## config.mk

```make
export PLATFORM = sky130hd
export DESIGN_NAME = pmx_dly
export DESIGN_NICKNAME = d
export VERILOG_FILES = /design/src/rtl/pmx_dly.sv
export SDC_FILE = /design/constraint.sdc
export NUM_CORES = 1
export LEC_CHECK = 0
export ABC_AREA = 1
export CAP_MARGIN = 0
export CORE_MARGIN = 8
export CORE_UTILIZATION = 52
export CTS_BUF_LIST = sky130_fd_sc_hd__clkbuf_4 sky130_fd_sc_hd__clkbuf_8
export DETAILED_ROUTE_END_ITERATION = 7
export DONT_BUFFER_PORTS = 1
export GPL_ROUTABILITY_DRIVEN = 0
export PLACE_DENSITY = 0.78
export SLEW_MARGIN = 20
export SYNTH_ARGS = -nofsm -noshare
export SYNTH_HDL_FRONTEND = slang
export SYNTH_SLANG_ARGS = --single-unit
```

## constraint.sdc

```tcl
create_clock -name i_clk -period 1.75 [get_ports i_clk]
set_input_delay 0.2625 -clock i_clk [delete_from_list [all_inputs] [get_ports i_clk]]
set_output_delay 0.2625 -clock i_clk [all_outputs]
set_load 0.01 [all_outputs]
```

## src/rtl/pmx_dly.sv

```systemverilog
// Enabled delay line for pipeline alignment.
`timescale 1ns / 1ps

module pmx_dly #(
    parameter int WIDTH = 64,
    parameter int DEPTH = 4
) (
    input  logic             i_clk,
    input  logic             i_en,
    input  logic [WIDTH-1:0] i_d,
    output logic [WIDTH-1:0] o_q
);

    logic [WIDTH-1:0] r_line [DEPTH];

    always_ff @(posedge i_clk) begin
        if (i_en) begin
            r_line[0] <= i_d;
            for (int k = 1; k < DEPTH; k++) begin
                r_line[k] <= r_line[k-1];
            end
        end
    end

    assign o_q = r_line[DEPTH-1];

endmodule

```

==> results of run 1 <==
-- cells in the mapped netlist --
| cell | instances |
|---|---|
| edfxtp_1 | 256 |
-- worst max-delay path by stage --
stage               endpoint  slack, ps  depth (start not counted)
global route         o_q[61]        470                          0
floorplan             o_q[0]       1090                          0
finish                o_q[5]        540                          0
global placement      o_q[9]       1060                          0
CTS                  o_q[61]        480                          0
detailed placement   o_q[61]       1060                          0
-- metal layers --
metal,GRT usage,part of all wire
met1,0.124,0.39
met2,0.166,0.48
met3,0.0587,0.11
met4,0.0495,0.022
met5,0,0
-- metrics by stage --
step	worst slack, ps	instance area [um2]	util	hold WS, ps
after global routing	469	9230	0.637	-165
final	538	9230	0.637	-121
after detailed placement	1060	7920	0.547	361
after CTS	482	9230	0.637	-150
after global placement	1060	7920	0.547	361
after floorplan	1090	7690	-	361
-- layout make-up --
cell class,count,share of cell area
Sequential cell,256,0.833
Timing Repair Buffer,64,0.0694
Clock buffer,48,0.0662
Tap cell,184,0.0249
Clock inverter,12,0.00637
-- layout by cell type (no fill, tap or decap) --
cell,count
clkinv_1,6
inv_6,1
clkbuf_4,8
dlygate4sd3_1,64
clkinvlp_4,1
clkbuf_8,40
clkinv_2,4
edfxtp_1,256
-- power by group through the flow --
stage / Clock [uW] / Sequential (uW) / Combinational [uW]
after global placement: 0 / 7510 / 0
after detailed placement: 0 / 7530 / 0
after floorplan: 0 / 7470 / 0
final: 4270 / 7400 / 121
after global routing: 4720 / 7430 / 129
after CTS: 4440 / 7400 / 119
-- cells by family (layout without fill, tap and decap cells) --
group,after synthesis,in the layout
flip-flops,256,256
buffers and inverters,0,124
-- what timing repair did --
| item | 4_1_cts | 5_1_grt |
|---|---|---|
| hold endpoints to repair | 320 | 256 |
| setup endpoints to repair | 0 | 0 |
| resized for setup | 0 | 0 |
| buffers inserted | 0 | 0 |
==> flow_summary.yaml, run 1 <==
drt:
  drtPass1Iterations: 4
  drt_iter0_drc: 222
  ant_nets: 0
  drc: 0
  viasPerCell: 4.81
  num_vias: 2712
  drt-total-wl_mm: 10.5
  wl_per_cell_um: 18.5
power_and_ir_drop:
  seqPwrFrac: 0.628
  clkPwrFrac: 0.362
  peakVddDrop_uv: 746
  combPwrFrac: 0.010
  power_uw: 11800
  p_leak_uw: 0.00313
  swShare: 0.186
  p_int_uw: 9600
  power_switching_uw: 2190
  pwr_density_cell_mw_per_mm2: 1280
place:
  dp_hpwl_mm: 5.21
  dp.cells: 440
  io_buffers: 0
cells_and_area:
  drive_gt1_frac: 0.142
  multi_input_area_um2: 0
  largest_reg_flops: 256
  comb.multi_input.count: 0
  top_regs: "r_line x256"
  regMostFlops: "r_line"
  fillers: 929
  diodes: 0
  regArea_mm2: 0.00769
  synthToLayoutAreaGrowth_pct: 20.0
  fin_cells: 564
  fin_nets: 427
global_route:
  grt_antenna_before_repair: 0
  grt_pass1_vias: 2808
  grt_pass1_wl_mm: 15.3
  overflow: 0
  grt_usage: 0.109
  grt_max_degree: 257
sta:
  timing.setup.tns_ps: 0
  fin_crit_ps: 1210
  grt_setup_unrepaired: "false"
  clock.fmax_mhz: 825
  fin_crit_sh: 0.692
  maxSlewHeadroom: 0.779
  tightestPinTransition_ps: 332
  finalMaxSlewViolations: 0
  final-hold-violation-count: 40
  setup_viol: 0
  hold_ws_ps: -121
  skew_ps: 11.8
hold_path:
  hold_path.class: "input pin to flop"
  hp-start: "i_en"
  hold_path_end: "r_line[0][45]"
  hold_depth: 0
critical_path:
  r2r_setup_slack_ps: 1070
  regToRegEndpoint: "r_line[3][38]"
  crit_path_end_kind: "output port"
  worstSetupStartpoint: "r_line[3][5]"
  crit_fanout: 1
  worstPathRequired_ps: 1490
  worstSetupPathType: "flop to output port"
  r2r_start: "r_line[2][38]"
  cp-start-kind: "flop"
  cp.arrival_ps: 950
  r2r_cells: 0
synthesis:
  avgSynthCellArea_um2: 30.0
  synth_compound_area_frac: 0
  yosysWarnings: 0
  synth-simple-area-share: 0
  synth_top_cell_area_share: 1.00
  synth.area.mux_share: 0
  synth_cells: 256
  synthAdderAreaFrac: 0
  synth-seq-area-share: 1.00
  synth_cell_types: 1
  synthTopCellsByArea: "edfxtp_1"
  synth_nets: 322
  ys_seq_elements: 256
  synth-xor-area-share: 0
  synth_top_area_cell: "edfxtp_1"
  syn-cell-area_mm2: 0.00769
floorplanning:
  fp-row-count: 44
  io_pins: 130
  start_util: 0.531
  fp.dieArea_mm2: 0.0189
  die_height_um: 138
  die_w_um: 138
  coreArea_mm2: 0.0145
cts:
  cts_buffers: 39
  path_clk_slew_ps: 50
  ctsRootBufferMaster: "clkbuf_8"
  cts_tree: "done"
  cts.sinks: 256
  clock_tree.buffer_depth: 3
  insertion_delay_ps: 510
  htreeDepth: 2
  cts_hold_buf: 64
status:
  violations: "hold timing"
  outcome: "finished with violations"
flow_run:
  maxCapViolCount: 0
No activity file was read; power rests on OpenSTA's default activity.
==> inputs of run 2 (changes only) <==
clock period = 1.15 ns   (was 1.75 ns; I/O delays follow)
==> run 2 against run 1 <==
Compared with the run above: the run still ends with hold timing left; clock skew grew 6.0 ps; cell count grew 1.6%; utilization grew 0.43 points; combinational power grew 52%; clock power grew 61%; cell area grew 0.68%; power grew 55%; die area is the same; via count shrank 0.48%; critical path type unchanged; largest cell class unchanged.
==> flow_summary.yaml, run 2 (synthesis results as in run 1) <==
drt:
  ant_nets: 0
  drtPass1Iterations: 4
  wl_per_cell_um: 18.6
  drt-total-wl_mm: 10.7
  drt_iter0_drc: 201
  viasPerCell: 4.71
  drc: 0
  num_vias: 2699
cells_and_area:
  largest_reg_flops: 256
  regMostFlops: "r_line"
  multi_input_area_um2: 0
  fin_nets: 427
  layout_common_cells: "edfxtp_1, dlygate4sd3_1, clkbuf_8, clkinv_1, clkbuf_4"
  final_core_util: 0.642
  mostFrequentLayoutCell: "edfxtp_1"
  comb.multi_input.count: 0
  top_regs: "r_line x256"
  synthToLayoutAreaGrowth_pct: 20.8
  drive_gt1_frac: 0.141
  fin_cells: 573
  diodes: 0
sta:
  tightestPinTransition_ps: 292
  final-hold-violation-count: 212
  worst_slack_ps: 9.81
  finalMaxSlewViolations: 0
  fin_crit_sh: 0.991
  fin_crit_ps: 1140
  grt_setup_unrepaired: "true"
  timing.setup.tns_ps: 0
  skew_ps: 17.8
  maxSlewHeadroom: 0.805
  hold_ws_ps: -213
  clock.fmax_mhz: 877
  setup_viol: 0
place:
  dp.cells: 440
  dp_slack_ps: 478
  dp_hpwl_mm: 5.34
  io_buffers: 0
flow_run:
  maxCapViolCount: 0
critical_path:
  regToRegEndpoint: "r_line[3][5]"
  cp-start-kind: "flop"
  r2r_cells: 0
  r2r_setup_slack_ps: 480
  crit_path_end_kind: "output port"
  worstSetupPathType: "flop to output port"
  cp.arrival_ps: 970
  crit_fanout: 1
  worstPathRequired_ps: 980
  r2r_start: "r_line[2][5]"
floorplanning:
  die_height_um: 138
  fp-row-count: 44
  coreArea_mm2: 0.0145
  start_util: 0.531
  fp.dieArea_mm2: 0.0189
  die_w_um: 138
  io_pins: 130
cts:
  cts_buffers: 39
  ctsRootBufferMaster: "clkbuf_8"
  cts_resized: 0
  postCtsSetupBuffers: 0
  cts_tree: "done"
  insertion_delay_ps: 510
  cts_hold_buf: 64
  htreeDepth: 2
  path_clk_slew_ps: 60
  cts.sinks: 256
  clock_tree.buffer_depth: 3
status:
  outcome: "finished with violations"
  violations: "hold timing"
global_route:
  grt_antenna_before_repair: 0
  overflow: 0
  grt_usage: 0.111
  grt_pass1_vias: 2857
  grt_max_degree: 257
  grt_pass1_wl_mm: 15.4
power_and_ir_drop:
  pwr_density_cell_mw_per_mm2: 1970
  peakVddDrop_uv: 1450
  p_leak_uw: 0.00316
  power_uw: 18300
hold_path:
  hp-start: "i_en"
  hold_path.class: "input pin to flop"
  hold_depth: 0
  hold_path_end: "r_line[0][49]"
-- run 2: cell count changes in the layout (fill, tap and decap cells not counted) --
| cell | previous run | this run |
|---|---|---|
| clkinv_1 | 6 | 14 |
| bufinv_16 | 0 | 1 |
| clkbuf_4 | 8 | 7 |
| clkbuf_8 | 40 | 41 |
| clkinv_2 | 4 | 5 |
| inv_6 | 1 | 0 |
-- run 2: final cells by class --
cell class / instances / area (um2)
Clock buffer: 48 / 617
Clock inverter: 21 / 115
Fill cell: 926 / 5190
Sequential cell: 256 / 7690
Tap cell: 184 / 230
Timing Repair Buffer: 64 / 641
-- run 2: metal layers --
metal	track usage	vias to the layer above	routed length (um)
li1	-	1263	-
met1	0.125	1302	4130
met2	0.172	117	5270
met3	0.0511	17	1050
met4	0.0652	0	201
met5	0	-	0
-- run 2: metrics by stage --
step	hold slack (ps)	area, um2
6_report	-213	9290
5_1_grt	-253	9290
4_1_cts	-239	9290
3_5_place_dp	271	7920
3_3_place_gp	271	7920
2_1_floorplan	271	7690
-- run 2: worst max-delay path by stage --
stage,from,to,slack [ps],cells past startpoint
after CTS,r_line[3][22],o_q[22],-40,0
after global placement,r_line[2][5],r_line[3][5],470,0
after floorplan,r_line[0][0],r_line[1][0],560,0
after global routing,r_line[3][22],o_q[22],-40,0
after detailed placement,r_line[2][5],r_line[3][5],480,0
final,r_line[3][22],o_q[22],10,0
-- run 2: power by group --
group / internal [uW] / total [uW] / switching [uW]
sequential: 11000 / 11300 / 250
clock: 3750 / 6890 / 3130
combinational: 145 / 184 / 39.7
