File: config.mk
export PLATFORM = sky130hd
export DESIGN_NAME = pmx_div
export DESIGN_NICKNAME = d
export VERILOG_FILES = /design/src/rtl/pmx_pkg.sv /design/src/rtl/pmx_mul.sv /design/src/rtl/pmx_div.sv
export SDC_FILE = /design/constraint.sdc
export NUM_CORES = 2
export LEC_CHECK = 0
export BUFFER_PORTS_ARGS = -buffer_cell sky130_fd_sc_hd__clkbuf_2
export CORE_AREA = 5 5 385 387
export DETAILED_ROUTE_END_ITERATION = 8
export DIE_AREA = 0 0 390 392
export GPL_TIMING_DRIVEN = 0
export PLACE_DENSITY_LB_ADDON = 0.2
export SLEW_MARGIN = 20
export SYNTH_ARGS = -nofsm -noshare
export SYNTH_HDL_FRONTEND = slang
export SYNTH_SLANG_ARGS = --single-unit
File: constraint.sdc
create_clock -name i_clk -period 12.3 [get_ports i_clk]
set_clock_uncertainty 0.05 [all_clocks]
set_input_delay 0.615 -clock i_clk [delete_from_list [all_inputs] [get_ports i_clk]]
set_output_delay 0.615 -clock i_clk [all_outputs]
set_load 0.05 [all_outputs]
File: src/rtl/pmx_pkg.sv
// Shared types, constants and elaboration-time tables for the precession matrix pipeline.
`timescale 1ns / 1ps

package pmx_pkg;

    typedef logic signed [63:0] t_q64;
    typedef logic signed [31:0] t_entry;

    // one CORDIC cell's payload
    typedef struct packed {
        t_q64 x;
        t_q64 y;
        t_q64 a;
        logic flip;
    } t_rot;

    localparam int MUL_LAT    = 4;

    // round(arc * 4096 / 648000) == round(arc * 64 / 10125), taken as a product with the
    // rounded-up reciprocal of 10125 in Q.75
    localparam int   ARC_SHIFT = 75;
    localparam t_q64 ARC_RECIP = t_q64'(((128'd1 << ARC_SHIFT) + 128'd10124) / 128'd10125);

    localparam t_q64 PI_Q61      = 64'sh6487ED5110B4611A;
    localparam t_q64 PI_Q56      = (PI_Q61 + 64'sd16) >>> 5;
    localparam t_q64 HALF_PI_Q56 = (PI_Q61 + 64'sd32) >>> 6;
    localparam t_q64 ATAN0_Q56   = (PI_Q61 + 64'sd64) >>> 7;

    localparam logic [63:0] INV_SQRT2_Q62 = 64'h2D413CCCFE779921;
    localparam logic [63:0] ONE_Q62       = 64'h4000000000000000;

    localparam t_q64 ROUND_Q30 = 64'sd536870912;
    localparam t_q64 ENTRY_MAX = 64'sd1073741824;
    localparam t_q64 ENTRY_MIN = -64'sd1073741824;

    // polynomial coefficients in Q.32, lanes: zeta, theta, z
    localparam t_q64 C_ZE1 = (64'sd23062181 * 64'sd4294967296 + 64'sd5000) / 64'sd10000;
    localparam t_q64 C_ZE2 = (64'sd30188 * 64'sd4294967296 + 64'sd50000) / 64'sd100000;
    localparam t_q64 C_ZE3 = (64'sd17998 * 64'sd4294967296 + 64'sd500000) / 64'sd1000000;
    localparam t_q64 C_TH1 = (64'sd20043109 * 64'sd4294967296 + 64'sd5000) / 64'sd10000;
    localparam t_q64 C_TH2 = -((64'sd42665 * 64'sd4294967296 + 64'sd50000) / 64'sd100000);
    localparam t_q64 C_TH3 = -((64'sd41833 * 64'sd4294967296 + 64'sd500000) / 64'sd1000000);
    localparam t_q64 C_Z1  = C_ZE1;
    localparam t_q64 C_Z2  = (64'sd109468 * 64'sd4294967296 + 64'sd50000) / 64'sd100000;
    localparam t_q64 C_Z3  = (64'sd18203 * 64'sd4294967296 + 64'sd500000) / 64'sd1000000;

    localparam t_q64 COEF1 [3] = '{C_ZE1, C_TH1, C_Z1};
    localparam t_q64 COEF2 [3] = '{C_ZE2, C_TH2, C_Z2};
    localparam t_q64 COEF3 [3] = '{C_ZE3, C_TH3, C_Z3};

    // restoring unsigned divide, elaboration only
    function automatic logic [63:0] f_udiv(input logic [63:0] num, input logic [63:0] den);
        logic [64:0] rem;
        logic [63:0] quo;
        int b;
        rem = '0;
        quo = '0;
        for (b = 63; b >= 0; b--) begin
            rem = {rem[63:0], num[b]};
            if (rem >= {1'b0, den}) begin
                rem    = rem - {1'b0, den};
                quo[b] = 1'b1;
            end
        end
        return quo;
    endfunction

    // round(a * b / 2^s) half away from zero, saturating magnitude
    function automatic t_q64 f_mulq(input t_q64 a, input t_q64 b, input int s);
        logic         neg;
        logic [63:0]  ua;
        logic [63:0]  ub;
        logic [127:0] p;
        logic [127:0] sh;
        logic [63:0]  r;
        neg = a[63] ^ b[63];
        ua  = a[63] ? 64'(-a) : 64'(a);
        ub  = b[63] ? 64'(-b) : 64'(b);
        p   = 128'(ua) * 128'(ub);
        p   = p + (128'd1 << (s - 1));
        sh  = p >> s;
        r   = sh[63:0];
        if (|sh[127:63]) begin
            r = 64'h7FFFFFFFFFFFFFFF;
        end
        return neg ? -$signed(r) : $signed(r);
    endfunction

    // atan(2^-i) in Q.56
    function automatic t_q64 f_atan_pow2(input int i);
        logic [63:0] acc;
        logic [63:0] t;
        int k;
        acc = '0;
        if (i == 0) begin
            return ATAN0_Q56;
        end
        for (k = 0; k < 32; k++) begin
            if (i * (2 * k + 1) <= 62) begin
                t   = f_udiv(64'd1 << (62 - i * (2 * k + 1)), 64'(2 * k + 1));
                acc = k[0] ? acc - t : acc + t;
            end
        end
        return $signed((acc + 64'd32) >> 6);
    endfunction

    // 1/sqrt(1 + 4^-i) in Q.62
    function automatic logic [63:0] f_gain(input int i);
        logic [63:0] acc;
        logic [63:0] t;
        int n;
        acc = ONE_Q62;
        t   = ONE_Q62;
        if (i == 0) begin
            return INV_SQRT2_Q62;
        end
        if (2 * i > 62) begin
            return ONE_Q62;
        end
        for (n = 1; n < 64; n++) begin
            if (t != 64'd0) begin
                t   = f_udiv((t >> (2 * i)) * 64'(2 * n - 1), 64'(2 * n));
                acc = n[0] ? acc - t : acc + t;
            end
        end
        return acc;
    endfunction

    // CORDIC start value in Q.60 for a given number of steps
    function automatic t_q64 f_x0(input int steps);
        t_q64 g;
        int i;
        g = $signed(ONE_Q62);
        for (i = 0; i < 64; i++) begin
            if (i < steps) begin
                g = f_mulq(g, $signed(f_gain(i)), 62);
            end
        end
        return (g + 64'sd2) >>> 2;
    endfunction

endpackage

File: src/rtl/pmx_mul.sv
// Pipelined signed 64x64 multiplier with rounding right shift and saturation.
`timescale 1ns / 1ps

module pmx_mul #(
    parameter int SHIFT = 32
) (
    input  logic          i_clk,
    input  logic          i_en,
    input  pmx_pkg::t_q64 i_a,
    input  pmx_pkg::t_q64 i_b,
    output pmx_pkg::t_q64 o_p
);

    logic          r_neg_a, r_neg_b, r_neg_c;
    logic [63:0]   r_ua, r_ub;
    logic [63:0]   r_p00, r_p01, r_p10, r_p11;
    logic [127:0]  r_sum;
    pmx_pkg::t_q64 r_p;

    logic [127:0]  n_sum;
    logic [127:0]  w_sh;
    logic [63:0]   w_mag;

    always_comb begin
        n_sum = {r_p11, r_p00} + {32'd0, r_p01, 32'd0} + {32'd0, r_p10, 32'd0}
              + (128'd1 << (SHIFT - 1));
        w_sh  = r_sum >> SHIFT;
        w_mag = (|w_sh[127:63]) ? 64'h7FFFFFFFFFFFFFFF : w_sh[63:0];
    end

    always_ff @(posedge i_clk) begin
        if (i_en) begin
            r_neg_a <= i_a[63] ^ i_b[63];
            r_ua    <= i_a[63] ? 64'(-i_a) : 64'(i_a);
            r_ub    <= i_b[63] ? 64'(-i_b) : 64'(i_b);
            r_p00   <= 64'(r_ua[31:0])  * 64'(r_ub[31:0]);
            r_p01   <= 64'(r_ua[31:0])  * 64'(r_ub[63:32]);
            r_p10   <= 64'(r_ua[63:32]) * 64'(r_ub[31:0]);
            r_p11   <= 64'(r_ua[63:32]) * 64'(r_ub[63:32]);
            r_neg_b <= r_neg_a;
            r_sum   <= n_sum;
            r_neg_c <= r_neg_b;
            r_p     <= r_neg_c ? -$signed(w_mag) : $signed(w_mag);
        end
    end

    assign o_p = r_p;

endmodule

File: src/rtl/pmx_div.sv
// Rounded constant divide of the scaled arcsecond sum by reciprocal multiplication.
`timescale 1ns / 1ps

module pmx_div (
    input  logic          i_clk,
    input  logic          i_en,
    input  pmx_pkg::t_q64 i_num,
    output pmx_pkg::t_q64 o_quo
);

    // reciprocal error stays below half a quotient step for |i_num| < 2^60
    pmx_mul #(.SHIFT(pmx_pkg::ARC_SHIFT)) u_mul (.i_clk, .i_en, .i_a(i_num),
                                                 .i_b(pmx_pkg::ARC_RECIP), .o_p(o_quo));

endmodule

==> impl_metrics.json <==
{
  "ios": 130,
  "path_cells": "ha_1 > fa_1 > fa_1 > inv_1 > fa_1 > inv_1 > fa_1 > inv_1 > fa_1 > inv_1 > fa_1 > ha_1 > nand4_1 > nor4_1 > o211ai_1 > a211oi_1 > o21ai_0 > nand2_1 > a31oi_1 > a211oi_1 > nor2_1 > o311ai_0 > xnor2_1",
  "synthArstFlopShare_pct": 0,
  "yosysWarnings": 0,
  "ctsResizeCount": 0,
  "synth_cells": 6838,
  "grt_overflow_total": 0,
  "die_y_um": 392,
  "fin_crit_sh_pct": 78.3,
  "placed_area_mm2": 0.0750,
  "n_fill_cell": 13048,
  "cp_common_cell": "fa_1",
  "initial_core_util_pct": 49.6,
  "dr_total_vias": 48424,
  "start_kind": "flip-flop",
  "crit_required_ns": 12.58,
  "drt_pass1_iterations": 6,
  "drive_above_1_share_pct": 3.82,
  "tritoncts": "done",
  "cp_top_family": "adder cells",
  "drc": 0,
  "clockBufferDepth": 3,
  "postCtsSetupBuffers": 0,
  "rsz0062_at_grt": "no",
  "synth_top_area_share_pct": 33.6,
  "yosys.area.top_type": "fa_1",
  "num_rows": 140,
  "ys_types": 72,
  "dieArea_mm2": 0.153,
  "arrival_ns": 9.92,
  "synth_top_flop_cell": "edfxtp_1",
  "hold_viol": 0,
  "synth_area_mm2": 0.0717,
  "r2r_slack_ns": 2.67,
  "slew_viol_final": 0,
  "endpoint_kind": "flip-flop",
  "routed_via_density": 5.38,
  "synth_seq_cells": 386,
  "tightestPinTransition_ns": 1.25,
  "synthesis.nets": 9405,
  "worstSetupPathType": "reg2reg",
  "max_freq_mhz": 104,
  "slew_headroom_pct": 16.4,
  "synth_seq_area_share_pct": 16.2,
  "finalSetupViolations": 0,
  "h-tree-depth": 2,
  "fin_area_mm2": 0.0768,
  "grt_max_degree": 95,
  "die_x_um": 390,
  "slowest_stage": "edfxtp_1",
  "critical_path_buf_inv_count": 4,
  "grt_pass1_wl_um": 317000,
  "cap_violations": 0,
  "grt_pass1_vias": 50297,
  "cts.sinks": 386,
  "totalWireLength_um": 210000,
  "final_common_cell": "inv_1",
  "syn_to_final_growth_pct": 7.22,
  "nets": 9603,
  "numCtsBuffers": 48,
  "final_cell_mix": "inv_1 (2049), ha_1 (1299), fa_1 (1202)",
  "core_mm2": 0.145,
  "setup_tns_ns": 0,
  "dp_hpwl_um": 183000,
  "wl_per_cell_um": 23.3,
  "clockRootBuffer": "clkbuf_16",
  "drt-initial-drc-count": 3637,
  "status": "completed",
  "critical_path.max_stage_delay_ns": 0.93,
  "io_buffers": 129,
  "hold_class": "in2reg",
  "synth.avg_cell_area_um2": 10.5,
  "fin_crit_ns": 9.63,
  "cts_hold_buf": 0,
  "grt_usage_pct": 27.9,
  "clkTransAtPathRegs_ns": 0.06,
  "crit_path_max_fanout": 12,
  "grt_antenna_before_repair": 21,
  "gp_congestion": 1.00,
  "synth_area_leaders": "fa_1 (34%), ha_1 (23%), edfxtp_1 (16%), inv_1 (11%), xnor2_1 (3.2%)",
  "synth-edff-count": 386,
  "multi_input_area_mm2": 0.0522,
  "seq_area_mm2": 0.0116,
  "antenna_left": 0,
  "clock_latency_ns": 0.66
}
## registers in the layout, indices dropped and copies added, names as in the netlist
register,count
u_mul.r_neg_a,1
u_mul.r_neg_c,1
u_mul.r_neg_b,1
u_mul.r_p01,58
u_mul.r_p00,28
u_mul.r_sum,52
u_mul.r_p10,59
u_mul.r_p11,58
u_mul.r_ua,64
u_mul.o_p,64
## cell families (layout without fill, tap and decap cells)
group | count (synthesis) | count (layout) | share of synthesized area (%)
xor+xnor | 339 | 339 | 4.14
compound gates | 831 | 831 | 7.55
buf+inv | 2114 | 2352 | 11.1
other cells | 0 | 7 | 0
simple gates | 666 | 666 | 4.79
mux | 1 | 1 | 0.0140
flops | 386 | 386 | 16.2
fa+ha+maj | 2501 | 2501 | 56.3
## through the flow
step / hold WS [ns] / util, % / instances / setup WS, ns
global route: 0.148 / 53.2 / 8994 / 2.29
floorplan: 0.350 / - / 6838 / 5.30
global placement: 0.355 / 51.7 / 8884 / 2.86
CTS: 0.112 / 53.1 / 8990 / 2.65
finish: 0.156 / 53.2 / 9000 / 2.67
detailed placement: 0.366 / 51.9 / 8900 / 2.78
## final cells by class
| cell class | instances | area share, % |
|---|---|---|
| Sequential cell | 386 | 15.1 |
| Timing Repair Buffer | 148 | 1.30 |
| Clock inverter | 37 | 0.648 |
| Clock buffer | 53 | 1.59 |
| Antenna cell | 7 | 0.0228 |
| Multi-Input combinational cell | 4338 | 67.9 |
| Buffer | 65 | 0.318 |
| Inverter | 2049 | 10.0 |
| Tap cell | 1917 | 3.12 |
## synthesized netlist by cell type (36+ instances only)
cell,number
a21o_1,173
a21oi_1,226
nand4_1,48
inv_1,2049
xor2_1,74
o31ai_1,42
fa_1,1202
nor2_1,142
clkbuf_1,59
xnor2_1,265
ha_1,1299
nor3_1,38
o21ai_0,154
edfxtp_1,386
a31oi_1,36
nand2_1,155
nand3_1,70
## per-layer routing
layer	part of all wire [%]	track usage (%)
met4	2.7	6.44
met3	8.4	5.61
met2	42	41.0
met5	0.011	0
met1	47	42.6
## final timing paths
kind / startpoint / to / depth (start not counted)
min reg2reg: u_mul.r_neg_a / u_mul.r_neg_b / 0
min: i_num[0] / u_mul.r_ua[0] / 1
max: u_mul.r_ua[1] / u_mul.r_p00[60] / 23
max reg2reg: u_mul.r_ua[1] / u_mul.r_p00[60] / 23
## worst register-to-register path, delay by kind of cell, from the launching register on
kind | cells | cell delay [ns]
xor gates and xnor gates | 1 | 0.12
AOI/OAI and AO/OA | 6 | 2.78
DFF | 1 | 0.93
buffers and inverters | 4 | 0.23
and+or+nand+nor | 4 | 1.16
adders and majority gates | 8 | 4.04
Power is left out: the tool's default activity adds up to more than one toggle a clock period on the data nets, which glitch-free logic cannot reach.
