File: config.mk
export PLATFORM = sky130hd
export DESIGN_NAME = pmx_cell
export DESIGN_NICKNAME = d
export VERILOG_FILES = /design/src/rtl/pmx_pkg.sv /design/src/rtl/pmx_cell.sv
export SDC_FILE = /design/constraint.sdc
export NUM_CORES = 1
export LEC_CHECK = 0
export BUFFER_PORTS_ARGS = -buffer_cell sky130_fd_sc_hd__buf_4
export CAP_MARGIN = 25
export CORE_MARGIN = 4
export CORE_UTILIZATION = 25
export DETAILED_ROUTE_END_ITERATION = 10
export SLEW_MARGIN = 20
export SYNTH_ARGS = -nofsm -noshare
export SYNTH_HDL_FRONTEND = slang
export SYNTH_SLANG_ARGS = --single-unit
File: constraint.sdc
create_clock -name i_clk -period 5.8 [get_ports i_clk]
set_input_delay 1.16 -clock i_clk [delete_from_list [all_inputs] [get_ports i_clk]]
set_output_delay 1.16 -clock i_clk [all_outputs]
set_load 0.01 [all_outputs]
File: src/rtl/pmx_pkg.sv
// Shared types, constants and elaboration-time tables for the precession matrix pipeline.
`timescale 1ns / 1ps

package pmx_pkg;

    typedef logic signed [63:0] t_q64;
    typedef logic signed [31:0] t_entry;

    // one CORDIC cell's payload
    typedef struct packed {
        t_q64 x;
        t_q64 y;
        t_q64 a;
        logic flip;
    } t_rot;

    localparam int MUL_LAT    = 4;

    // round(arc * 4096 / 648000) == round(arc * 64 / 10125), taken as a product with the
    // rounded-up reciprocal of 10125 in Q.75
    localparam int   ARC_SHIFT = 75;
    localparam t_q64 ARC_RECIP = t_q64'(((128'd1 << ARC_SHIFT) + 128'd10124) / 128'd10125);

    localparam t_q64 PI_Q61      = 64'sh6487ED5110B4611A;
    localparam t_q64 PI_Q56      = (PI_Q61 + 64'sd16) >>> 5;
    localparam t_q64 HALF_PI_Q56 = (PI_Q61 + 64'sd32) >>> 6;
    localparam t_q64 ATAN0_Q56   = (PI_Q61 + 64'sd64) >>> 7;

    localparam logic [63:0] INV_SQRT2_Q62 = 64'h2D413CCCFE779921;
    localparam logic [63:0] ONE_Q62       = 64'h4000000000000000;

    localparam t_q64 ROUND_Q30 = 64'sd536870912;
    localparam t_q64 ENTRY_MAX = 64'sd1073741824;
    localparam t_q64 ENTRY_MIN = -64'sd1073741824;

    // polynomial coefficients in Q.32, lanes: zeta, theta, z
    localparam t_q64 C_ZE1 = (64'sd23062181 * 64'sd4294967296 + 64'sd5000) / 64'sd10000;
    localparam t_q64 C_ZE2 = (64'sd30188 * 64'sd4294967296 + 64'sd50000) / 64'sd100000;
    localparam t_q64 C_ZE3 = (64'sd17998 * 64'sd4294967296 + 64'sd500000) / 64'sd1000000;
    localparam t_q64 C_TH1 = (64'sd20043109 * 64'sd4294967296 + 64'sd5000) / 64'sd10000;
    localparam t_q64 C_TH2 = -((64'sd42665 * 64'sd4294967296 + 64'sd50000) / 64'sd100000);
    localparam t_q64 C_TH3 = -((64'sd41833 * 64'sd4294967296 + 64'sd500000) / 64'sd1000000);
    localparam t_q64 C_Z1  = C_ZE1;
    localparam t_q64 C_Z2  = (64'sd109468 * 64'sd4294967296 + 64'sd50000) / 64'sd100000;
    localparam t_q64 C_Z3  = (64'sd18203 * 64'sd4294967296 + 64'sd500000) / 64'sd1000000;

    localparam t_q64 COEF1 [3] = '{C_ZE1, C_TH1, C_Z1};
    localparam t_q64 COEF2 [3] = '{C_ZE2, C_TH2, C_Z2};
    localparam t_q64 COEF3 [3] = '{C_ZE3, C_TH3, C_Z3};

    // restoring unsigned divide, elaboration only
    function automatic logic [63:0] f_udiv(input logic [63:0] num, input logic [63:0] den);
        logic [64:0] rem;
        logic [63:0] quo;
        int b;
        rem = '0;
        quo = '0;
        for (b = 63; b >= 0; b--) begin
            rem = {rem[63:0], num[b]};
            if (rem >= {1'b0, den}) begin
                rem    = rem - {1'b0, den};
                quo[b] = 1'b1;
            end
        end
        return quo;
    endfunction

    // round(a * b / 2^s) half away from zero, saturating magnitude
    function automatic t_q64 f_mulq(input t_q64 a, input t_q64 b, input int s);
        logic         neg;
        logic [63:0]  ua;
        logic [63:0]  ub;
        logic [127:0] p;
        logic [127:0] sh;
        logic [63:0]  r;
        neg = a[63] ^ b[63];
        ua  = a[63] ? 64'(-a) : 64'(a);
        ub  = b[63] ? 64'(-b) : 64'(b);
        p   = 128'(ua) * 128'(ub);
        p   = p + (128'd1 << (s - 1));
        sh  = p >> s;
        r   = sh[63:0];
        if (|sh[127:63]) begin
            r = 64'h7FFFFFFFFFFFFFFF;
        end
        return neg ? -$signed(r) : $signed(r);
    endfunction

    // atan(2^-i) in Q.56
    function automatic t_q64 f_atan_pow2(input int i);
        logic [63:0] acc;
        logic [63:0] t;
        int k;
        acc = '0;
        if (i == 0) begin
            return ATAN0_Q56;
        end
        for (k = 0; k < 32; k++) begin
            if (i * (2 * k + 1) <= 62) begin
                t   = f_udiv(64'd1 << (62 - i * (2 * k + 1)), 64'(2 * k + 1));
                acc = k[0] ? acc - t : acc + t;
            end
        end
        return $signed((acc + 64'd32) >> 6);
    endfunction

    // 1/sqrt(1 + 4^-i) in Q.62
    function automatic logic [63:0] f_gain(input int i);
        logic [63:0] acc;
        logic [63:0] t;
        int n;
        acc = ONE_Q62;
        t   = ONE_Q62;
        if (i == 0) begin
            return INV_SQRT2_Q62;
        end
        if (2 * i > 62) begin
            return ONE_Q62;
        end
        for (n = 1; n < 64; n++) begin
            if (t != 64'd0) begin
                t   = f_udiv((t >> (2 * i)) * 64'(2 * n - 1), 64'(2 * n));
                acc = n[0] ? acc - t : acc + t;
            end
        end
        return acc;
    endfunction

    // CORDIC start value in Q.60 for a given number of steps
    function automatic t_q64 f_x0(input int steps);
        t_q64 g;
        int i;
        g = $signed(ONE_Q62);
        for (i = 0; i < 64; i++) begin
            if (i < steps) begin
                g = f_mulq(g, $signed(f_gain(i)), 62);
            end
        end
        return (g + 64'sd2) >>> 2;
    endfunction

endpackage

File: src/rtl/pmx_cell.sv
// One CORDIC rotation cell: a single micro-rotation per pipeline stage.
`timescale 1ns / 1ps

module pmx_cell #(
    parameter int STEP = 0
) (
    input  logic          i_clk,
    input  logic          i_en,
    input  pmx_pkg::t_rot i_rot,
    output pmx_pkg::t_rot o_rot
);

    localparam pmx_pkg::t_q64 ATAN = pmx_pkg::f_atan_pow2(STEP);

    pmx_pkg::t_rot r_rot;

    always_ff @(posedge i_clk) begin
        if (i_en) begin
            if (!i_rot.a[63]) begin
                r_rot.x <= i_rot.x - (i_rot.y >>> STEP);
                r_rot.y <= i_rot.y + (i_rot.x >>> STEP);
                r_rot.a <= i_rot.a - ATAN;
            end else begin
                r_rot.x <= i_rot.x + (i_rot.y >>> STEP);
                r_rot.y <= i_rot.y - (i_rot.x >>> STEP);
                r_rot.a <= i_rot.a + ATAN;
            end
            r_rot.flip <= i_rot.flip;
        end
    end

    assign o_rot = r_rot;

endmodule

==> results of run 1 <==
[cells in the mapped netlist, drive strengths merged (8+ instances only)]
master  number  share of area, %
a211oi      20              0.75
a21boi      19              0.67
a21o        61               2.1
a21oi      378               8.9
a221oi      13              0.65
a31o         9              0.37
a31oi       30              0.91
and3         8              0.23
buf         35              0.74
clkbuf      71               1.2
clkinv       8              0.14
edfxtp     192                27
ha         251                15
inv        217               3.8
mux2i       30               1.4
nand2      174               3.1
nand2b      27              0.79
nand3       42              0.98
nand4       54               1.6
nor2       212               3.7
nor2b       26              0.76
nor3        54               1.3
nor4        35               1.0
o211ai      26              0.91
o21a        28              0.98
o21ai      191               4.5
o21bai      82               2.9
o221ai       9              0.37
o311ai      10              0.48
o31ai       29               1.1
or2          8              0.23
or3         12              0.35
xnor2      149               6.1
xor2        33               1.4
[path summary, 6_finish.rpt]
check                     start                   end  slack (ps)  cells past startpoint
worst max-delay path  i_rot[71]  o_rot[183]$_DFFE_PP_         730                     14
worst min-delay path   i_rot[1]    o_rot[1]$_DFFE_PP_         810                      1
[layer usage]
layer	vias up	share of wire, %	GRT usage, %
li1	10200	-	-
met1	10400	42	25.8
met2	1042	47	33.3
met3	110	8.8	4.08
met4	8	2.1	4.95
met5	-	0.058	0
[where the power goes]
part | switching (mW) | total, mW | internal [mW]
Sequential | 0.128 | 1.98 | 1.86
Clock | 0.726 | 1.31 | 0.589
Combinational | 1.64 | 2.68 | 1.04
Total | 2.50 | 5.98 | 3.49
[critical path: stages]
cell and delay [ps]:
buf_4 90, inv_1 40, ha_1 410, a21oi_1 380
inv_1 110, o31ai_1 910, nor4b_2 210, o41ai_2 600
o41ai_2 220, a21oi_1 460, o21ba_1 300, o21ai_1 100
o21ai_1 200, xnor2_1 130
[cells in the final DEF, fill, tap and decap left out, types with 18 or more instances in the layout]
master / count
o21bai_1: 82
a211oi_1: 18
o21ai_1: 23
nand2b_1: 27
a31oi_1: 29
o21a_1: 28
o31ai_1: 26
nand4_1: 54
a21o_1: 61
ha_1: 251
xor2_1: 33
inv_1: 214
nor3_1: 53
nor2_1: 212
edfxtp_1: 192
o211ai_1: 26
mux2i_1: 30
nand2_1: 173
xnor2_1: 149
a21oi_1: 374
o21ai_0: 168
nor4_1: 34
buf_4: 407
nand3_1: 42
nor2b_1: 26
[cell type report]
type | count | area, um^2 | area share (%)
multi-input cells | 2109 | 14400 | 55.0
flip-flops and latches | 192 | 5770 | 22.1
repair buffers | 410 | 3100 | 11.9
well taps | 1144 | 1430 | 5.48
inverters | 225 | 847 | 3.24
clock buffers | 17 | 425 | 1.63
clock inverters | 15 | 184 | 0.704
diodes | 1 | 2.50 | 0.00958
[through the flow]
step / power (mW) / setup WS (ps) / cell area [um^2]
global route: 6.30 / 586 / 26100
global placement: 4.67 / 426 / 25500
floorplan: 3.46 / 172 / 21400
finish: 5.98 / 728 / 26100
CTS: 6.01 / 956 / 26100
detailed placement: 4.66 / 421 / 25500
[logic make-up (layout without fill, tap and decap cells)]
group / count (synthesis) / in the layout / share of synthesized area (%)
XOR/XNOR: 182 / 182 / 7.45
adder cells (fa/ha/maj): 255 / 255 / 15.0
AO/OA/AOI/OAI: 961 / 961 / 28.1
flip-flops: 192 / 192 / 26.9
multiplexers: 31 / 31 / 1.46
buffers and inverters: 331 / 667 / 5.93
AND/OR/NAND/NOR: 680 / 680 / 15.1
other: 0 / 1 / 0
==> flow_metrics.py, run 1 <==
metrics = {
    "status": {
        "status": "completed",
    },
    "final_layout": {
        "layout.nets": 3405,
        "drive_gt1_share_pct": 16.4,
        "largest_register_ffs": 192,
        "utilization_pct": 30.7,
        "syn2layout_area_growth_pct": 22.1,
        "fill_cells": 9100,
        "instances_no_fill": 4113,
    },
    "global_routing": {
        "grt_pass1_vias": 21100,
        "antenna_found_initial": 5,
        "grt_pass1_wl_um": 135000,
        "grt_max_degree": 109,
        "grt_overflow": 0,
        "grt_usage_pct": 19.7,
    },
    "drt": {
        "avgRoutedWirePerCell_um": 22.6,
        "dr_total_vias": 21800,
        "drt_wl_total_um": 93000,
        "antenna_left": 0,
        "drc": 0,
        "drt_iter0_drc": 2085,
        "first_pass_iters": 6,
        "vias_per_cell": 5.30,
    },
    "die": {
        "fp.coreArea_um2": 85000,
        "die_y_um": 301,
        "die_area_um2": 90400,
        "start_util_pct": 25.2,
        "std_cell_rows": 107,
        "pin_count": 388,
        "die_w_um": 301,
    },
    "clock_network": {
        "htreeDepth": 4,
        "ctsResizeCount": 0,
        "root_buffer": "clkbuf_16",
        "clock_sinks": 192,
        "cts_tree": "yes",
        "post_cts_buffers": 0,
        "cts_made_buffers": 17,
        "clockBufferDepth": 2,
        "cts_hold_buf": 0,
        "path_clk_slew_ps": 100,
    },
    "placement": {
        "portBuffers": 387,
        "place.gp.congestion": 0.986,
        "dp.cells": 4080,
        "hpwl_um": 76100,
    },
    "job": {
        "maxCapViolations": 0,
    },
    "setup_path": {
        "setup.worst_path.start_class": "input pin",
        "path_max_fanout": 8,
        "cp.arrival_ps": 5310,
        "cp.required_ps": 6040,
        "cp-end-kind": "flip-flop",
        "path_class": "in -> reg",
    },
    "hold_path": {
        "hold_path.class": "in -> reg",
    },
    "timing": {
        "max-slew-margin-rel_pct": 26.8,
        "slew_viol_final": 0,
        "tightest_slew_ps": 1100,
        "max_freq_ghz": 0.197,
        "fin_tns_setup_ps": 0,
        "fin_crit_ps": 5070,
        "period_share_pct": 87.4,
        "finalSetupViolCount": 0,
        "final_hold_viol_count": 0,
        "fin_hold_ws_ps": 807,
        "rsz0062_at_grt": "no",
    },
    "synth": {
        "ys_seq_elements": 192,
        "syn-cell-area_um2": 21400,
        "ys.flop_type": "edfxtp_1",
        "synthCells": 2632,
        "syn_avg_cell_area_um2": 8.13,
        "synth_edf_count": 192,
        "synth_seq_area_share_pct": 26.9,
        "synth-async-reset-ratio_pct": 0,
        "mappedNetlistNets": 3082,
        "synth_cell_types": 86,
        "yosysWarnings": 0,
    },
    "pwr": {
        "power.leakage_nw": 10.9,
        "p_per_area_nw_per_um2": 229,
        "irDropWorstVdd_mv": 0.240,
    },
}
No activity file was read; power rests on OpenSTA's default activity.
==> run 2: changes to the inputs <==
Settings changed: CORE_MARGIN 4 to 5.
==> run 2 against run 1 <==
Against the previous run: die area increased by 1.3%; routed wire length increased by 0.55%; first-iteration DRC count down 3.6%; sequential power hardly changed; critical endpoint is now o_rot[125]$_DFFE_PP_; critical path type unchanged; worst hold slack lost 7.7 ps.
==> flow_metrics.py, run 2 (synthesis results as in run 1) <==
metrics = {
    "status": {
        "status": "completed",
    },
    "drt": {
        "met2WireLength_um": 44100,
        "top_layer_used": "met5",
        "avgRoutedWirePerCell_um": 22.7,
        "drc": 0,
        "first_pass_iters": 6,
        "vias_per_cell": 5.33,
        "wl_met1_um": 38800,
        "antenna_left": 0,
        "drt_wl_total_um": 93500,
        "drt_iter0_drc": 2010,
        "dr_total_vias": 22000,
        "dr_wl_met3_um": 8100,
    },
    "hold_path": {
        "min_to": "o_rot[0]$_DFFE_PP_",
        "min_path_cells": 1,
        "min-delay-start": "i_rot[0]",
        "hold_path.class": "in -> reg",
    },
    "clock_network": {
        "ctsResizeCount": 0,
        "root_buffer": "clkbuf_16",
        "clock_sinks": 192,
        "cts_made_buffers": 17,
        "htreeDepth": 4,
        "path_clk_slew_ps": 90,
        "clockBufferDepth": 2,
        "cts_tree": "yes",
        "cts_hold_buf": 0,
        "post_cts_buffers": 0,
    },
    "placement": {
        "hpwl_um": 76900,
        "portBuffers": 387,
        "dpl-instance-area_um2": 25600,
        "place.gp.congestion": 0.988,
    },
    "final_layout": {
        "layout.nets": 3413,
        "mostFrequentLayoutCells": "buf_4 (415), a21oi_1 (374), ha_1 (251)",
        "layout_commonest_cell": "buf_4",
        "largest_register_ffs": 192,
        "design_area_um2": 26200,
        "drive_gt1_share_pct": 16.6,
        "fill_cells": 9157,
        "syn2layout_area_growth_pct": 22.4,
        "utilization_pct": 30.8,
    },
    "pwr": {
        "power.leakage_nw": 11.0,
        "fin_total_pwr_mw": 5.99,
        "irDropWorstVdd_mv": 0.242,
        "p_per_area_nw_per_um2": 229,
    },
    "timing": {
        "max-slew-margin-rel_pct": 32.7,
        "final_hold_viol_count": 0,
        "finalSetupViolCount": 0,
        "max_freq_ghz": 0.204,
        "period_share_pct": 84.3,
        "slew_viol_final": 0,
        "rsz0062_at_grt": "no",
        "fin_tns_setup_ps": 0,
        "fin_crit_ps": 4890,
        "fin_hold_ws_ps": 800,
        "tightest_slew_ps": 1000,
    },
    "setup_path": {
        "path_class": "in -> reg",
        "setup.worst_path.start_class": "input pin",
        "cp-end-kind": "flip-flop",
        "cpPeakStageDelay_ps": 500,
        "path_max_fanout": 4,
        "cp.arrival_ps": 5170,
        "crit_slowest_cell": "a221oi_1",
        "path_cells": "buf_4 -> ha_1 -> fa_1 -> nor2b_1 -> o311ai_2 -> a211oi_2 -> nor4_1 -> buf_4 -> nor2_1 -> o21ai_1 -> o21ai_1 -> a221oi_1 -> o221ai_1 -> xnor2_1",
        "cp.required_ps": 6080,
    },
    "job": {
        "maxCapViolations": 0,
    },
    "global_routing": {
        "grt_pass1_wl_um": 135000,
        "grt_max_degree": 108,
        "grt_usage_pct": 19.5,
        "grt_overflow": 0,
        "antenna_found_initial": 7,
        "grt_pass1_vias": 21200,
    },
    "die": {
        "std_cell_rows": 107,
        "die_area_um2": 91600,
        "fp.coreArea_um2": 85000,
        "start_util_pct": 25.2,
        "die_y_um": 303,
        "die_w_um": 303,
        "pin_count": 388,
    },
}
[run 2: cell types whose count changed in the layout (fill, tap and decap cells not counted), sizes merged]
cell / change
buf: +8
clkinv: +2
inv: -2
[run 2: where the power goes]
| group | total [mW] | internal (mW) | switching [mW] |
|---|---|---|---|
| sequential | 1.98 | 1.86 | 0.129 |
| combinational | 2.69 | 1.05 | 1.64 |
| clock | 1.32 | 0.594 | 0.724 |
| total | 5.99 | 3.50 | 2.50 |
[run 2: metrics by stage]
| stage | setup slack, ps | instances |
|---|---|---|
| finish | 910 | 4121 |
| detailed placement | 496 | 4088 |
| global route | 778 | 4120 |
| global placement | 440 | 4088 |
| CTS | 1090 | 4120 |
| floorplan | 172 | 2632 |
[run 2: worst max-delay path by stage]
stage | end | start | cells past startpoint
4_1_cts | o_rot[125]$_DFFE_PP_ | i_rot[65] | 14
5_1_grt | o_rot[183]$_DFFE_PP_ | i_rot[71] | 14
3_3_place_gp | o_rot[125]$_DFFE_PP_ | i_rot[65] | 14
3_5_place_dp | o_rot[125]$_DFFE_PP_ | i_rot[65] | 14
6_report | o_rot[125]$_DFFE_PP_ | i_rot[65] | 14
2_1_floorplan | o_rot[58]$_DFFE_PP_ | i_rot[64] | 16
[run 2: routing by layer]
layer | GRT usage (%) | up-vias
li1 | - | 10300
met1 | 25.0 | 10600
met2 | 32.8 | 1005
met3 | 4.46 | 110
met4 | 5.79 | 10
met5 | 0 | -
[run 2: cell type report]
type	count	area, um^2	share of cell area, %
Antenna cell	1	2.50	0.00955
Clock buffer	17	425	1.62
Clock inverter	15	203	0.774
Inverter	225	847	3.23
Multi-Input combinational cell	2109	14400	54.8
Sequential cell	192	5770	22.0
Tap cell	1144	1430	5.46
Timing Repair Buffer	418	3160	12.1
[run 2: critical path, delay by kind of cell]
kind | cells | cell delay, ps
simple gates | 3 | 660
buf+inv | 2 | 330
fa+ha+maj | 2 | 650
compound gates | 6 | 2160
xor+xnor | 1 | 200
==> run 3: changes to the inputs <==
Clock period 5.8 ns to 4 ns, I/O delays scaled along.
==> run 3 against run 2 <==
Against the previous run: final cell count increased by 12%; setup slack worse by 750 ps; combinational power increased by 71%; first-iteration DRC count decreased by 7.0%; via count increased by 6.6%; largest cell class unchanged; largest power group unchanged; highest routed layer unchanged.
==> flow_metrics.py, run 3 (synthesis results as in run 1) <==
metrics = {
    "setup_path": {
        "crit_slowest_cell": "fa_1",
        "setup.worst_path.start_class": "input pin",
        "cp.arrival_ps": 4110,
        "path_max_fanout": 3,
        "path_cells": "buf_4 -> buf_4 -> ha_1 -> fa_1 -> nor2b_1 -> o311ai_2 -> buf_4 -> a211oi_4 -> nor4_2 -> buf_4 -> nor2_1 -> o21ai_2 -> buf_4 -> o21ai_2 -> a221oi_2 -> o22ai_1 -> xnor2_1",
        "path_class": "in -> reg",
        "cp-end-kind": "flip-flop",
        "cpPeakStageDelay_ps": 390,
        "startpoint": "i_rot[65]",
        "cp.required_ps": 4270,
        "crit_top_cell": "buf_4",
    },
    "clock_network": {
        "cts_hold_buf": 0,
        "htreeDepth": 4,
        "path_clk_slew_ps": 80,
        "cts_tree": "yes",
        "clockBufferDepth": 2,
        "clock_sinks": 192,
        "root_buffer": "clkbuf_16",
        "cts_made_buffers": 17,
    },
    "placement": {
        "post-place-ws_ps": -633,
        "portBuffers": 387,
        "dp.cells": 4569,
        "dpl-instance-area_um2": 29300,
        "place.gp.congestion": 0.962,
        "hpwl_um": 82000,
    },
    "timing": {
        "fin_hold_ws_ps": 438,
        "slew_viol_final": 0,
        "tightest_slew_ps": 938,
        "fin_ws_ps": 156,
        "finalSetupViolCount": 0,
        "period_share_pct": 96.1,
        "final_hold_viol_count": 0,
        "max-slew-margin-rel_pct": 37.5,
        "max_freq_ghz": 0.260,
        "fin_crit_ps": 3840,
        "rsz0062_at_grt": "no",
    },
    "pwr": {
        "p_sw_mw": 3.67,
        "intPower_mw": 5.61,
        "switching_share_pct": 39.6,
        "p_clk_share_pct": 19.5,
        "pwr-share-comb_pct": 49.4,
        "power.leakage_nw": 13.3,
        "irDropWorstVdd_mv": 0.368,
        "p_seq_share_pct": 31.1,
        "p_per_area_nw_per_um2": 310,
    },
    "final_layout": {
        "mostFrequentLayoutCells": "buf_4 (897), a21oi_1 (371), ha_1 (245)",
        "layout_commonest_cell": "buf_4",
        "largest_register_ffs": 192,
        "multi_input_area_um2": 14600,
        "regArea_um2": 5770,
        "syn2layout_area_growth_pct": 40.0,
        "layout.nets": 3896,
        "instances_no_fill": 4603,
        "design_area_um2": 30000,
        "fill_cells": 8951,
        "diodes": 0,
        "drive_gt1_share_pct": 28.9,
    },
    "hold_path": {
        "min_path_cells": 1,
        "min-delay-start": "i_rot[1]",
        "hold_path.class": "in -> reg",
        "min_to": "o_rot[1]$_DFFE_PP_",
    },
    "die": {
        "std_cell_rows": 107,
        "pin_count": 388,
        "die_y_um": 303,
        "fp.coreArea_um2": 85000,
        "die_area_um2": 91600,
        "die_w_um": 303,
        "start_util_pct": 25.2,
    },
    "drt": {
        "drt_wl_total_um": 97900,
        "antenna_left": 0,
        "vias_per_cell": 5.08,
        "drt_iter0_drc": 1869,
        "drc": 0,
        "avgRoutedWirePerCell_um": 21.3,
        "first_pass_iters": 6,
        "dr_total_vias": 23400,
    },
    "global_routing": {
        "grt_overflow": 0,
        "grt_max_degree": 84,
        "grt_pass1_wl_um": 141000,
        "grt_pass1_vias": 22700,
        "grt_usage_pct": 20.4,
        "antenna_found_initial": 6,
    },
    "job": {
        "maxCapViolations": 0,
    },
    "status": {
        "status": "completed",
    },
}
## run 3: metal layers
metal	part of all wire, %	track usage, %	up-vias
met5	0.084	0	-
met4	2.9	6.48	12
met3	7.4	4.22	143
met2	47	34.3	935
met1	43	26.4	11100
li1	-	-	11200
## run 3: area by class of cell
cell class | count | share of cell area (%)
sequential | 192 | 19.2
inverter | 225 | 2.83
clock inverter | 14 | 0.447
timing repair buffer | 901 | 22.7
multi-input combinational | 2109 | 48.6
clock buffer | 18 | 1.43
tap | 1144 | 4.78
## run 3: worst max-delay path, delay by kind of cell
family	cells	cell delay, ps
compound gates	6	1180
buf+inv	5	780
fa+ha+maj	2	610
simple gates	3	570
xor+xnor	1	170
## run 3: how the worst max path moves through the flow
stage	to	slack, ps	depth (start not counted)
after global routing	o_rot[188]$_DFFE_PP_	0.5	18
after floorplan	o_rot[64]$_DFFE_PP_	20	16
after CTS	o_rot[125]$_DFFE_PP_	20	16
after global placement	o_rot[127]$_DFFE_PP_	-620	16
after detailed placement	o_rot[127]$_DFFE_PP_	-630	16
final	o_rot[189]$_DFFE_PP_	160	17
## run 3: power groups by stage
stage	Clock (mW)	Combinational, mW	Sequential (mW)
after floorplan	0	2.04	3.01
after global placement	0	4.52	2.93
after detailed placement	0	4.52	2.93
after CTS	1.88	4.55	2.89
after global routing	1.93	4.93	2.91
final	1.81	4.59	2.88
## run 3: what timing repair did
item	in CTS	in global routing
pin swaps	0	10
endpoints found under the setup margin	4	21
resized for setup	1	21
buffers inserted	0	2
gates cloned	0	0
## run 3: stage by stage
stage	utilization, %	power, mW	setup TNS, ps
finish	35.2	9.28	0
global route	35.2	9.77	0
CTS	35.1	9.31	0
detailed placement	34.4	7.44	-22440
global placement	34.4	7.45	-21470
floorplan	-	5.04	0
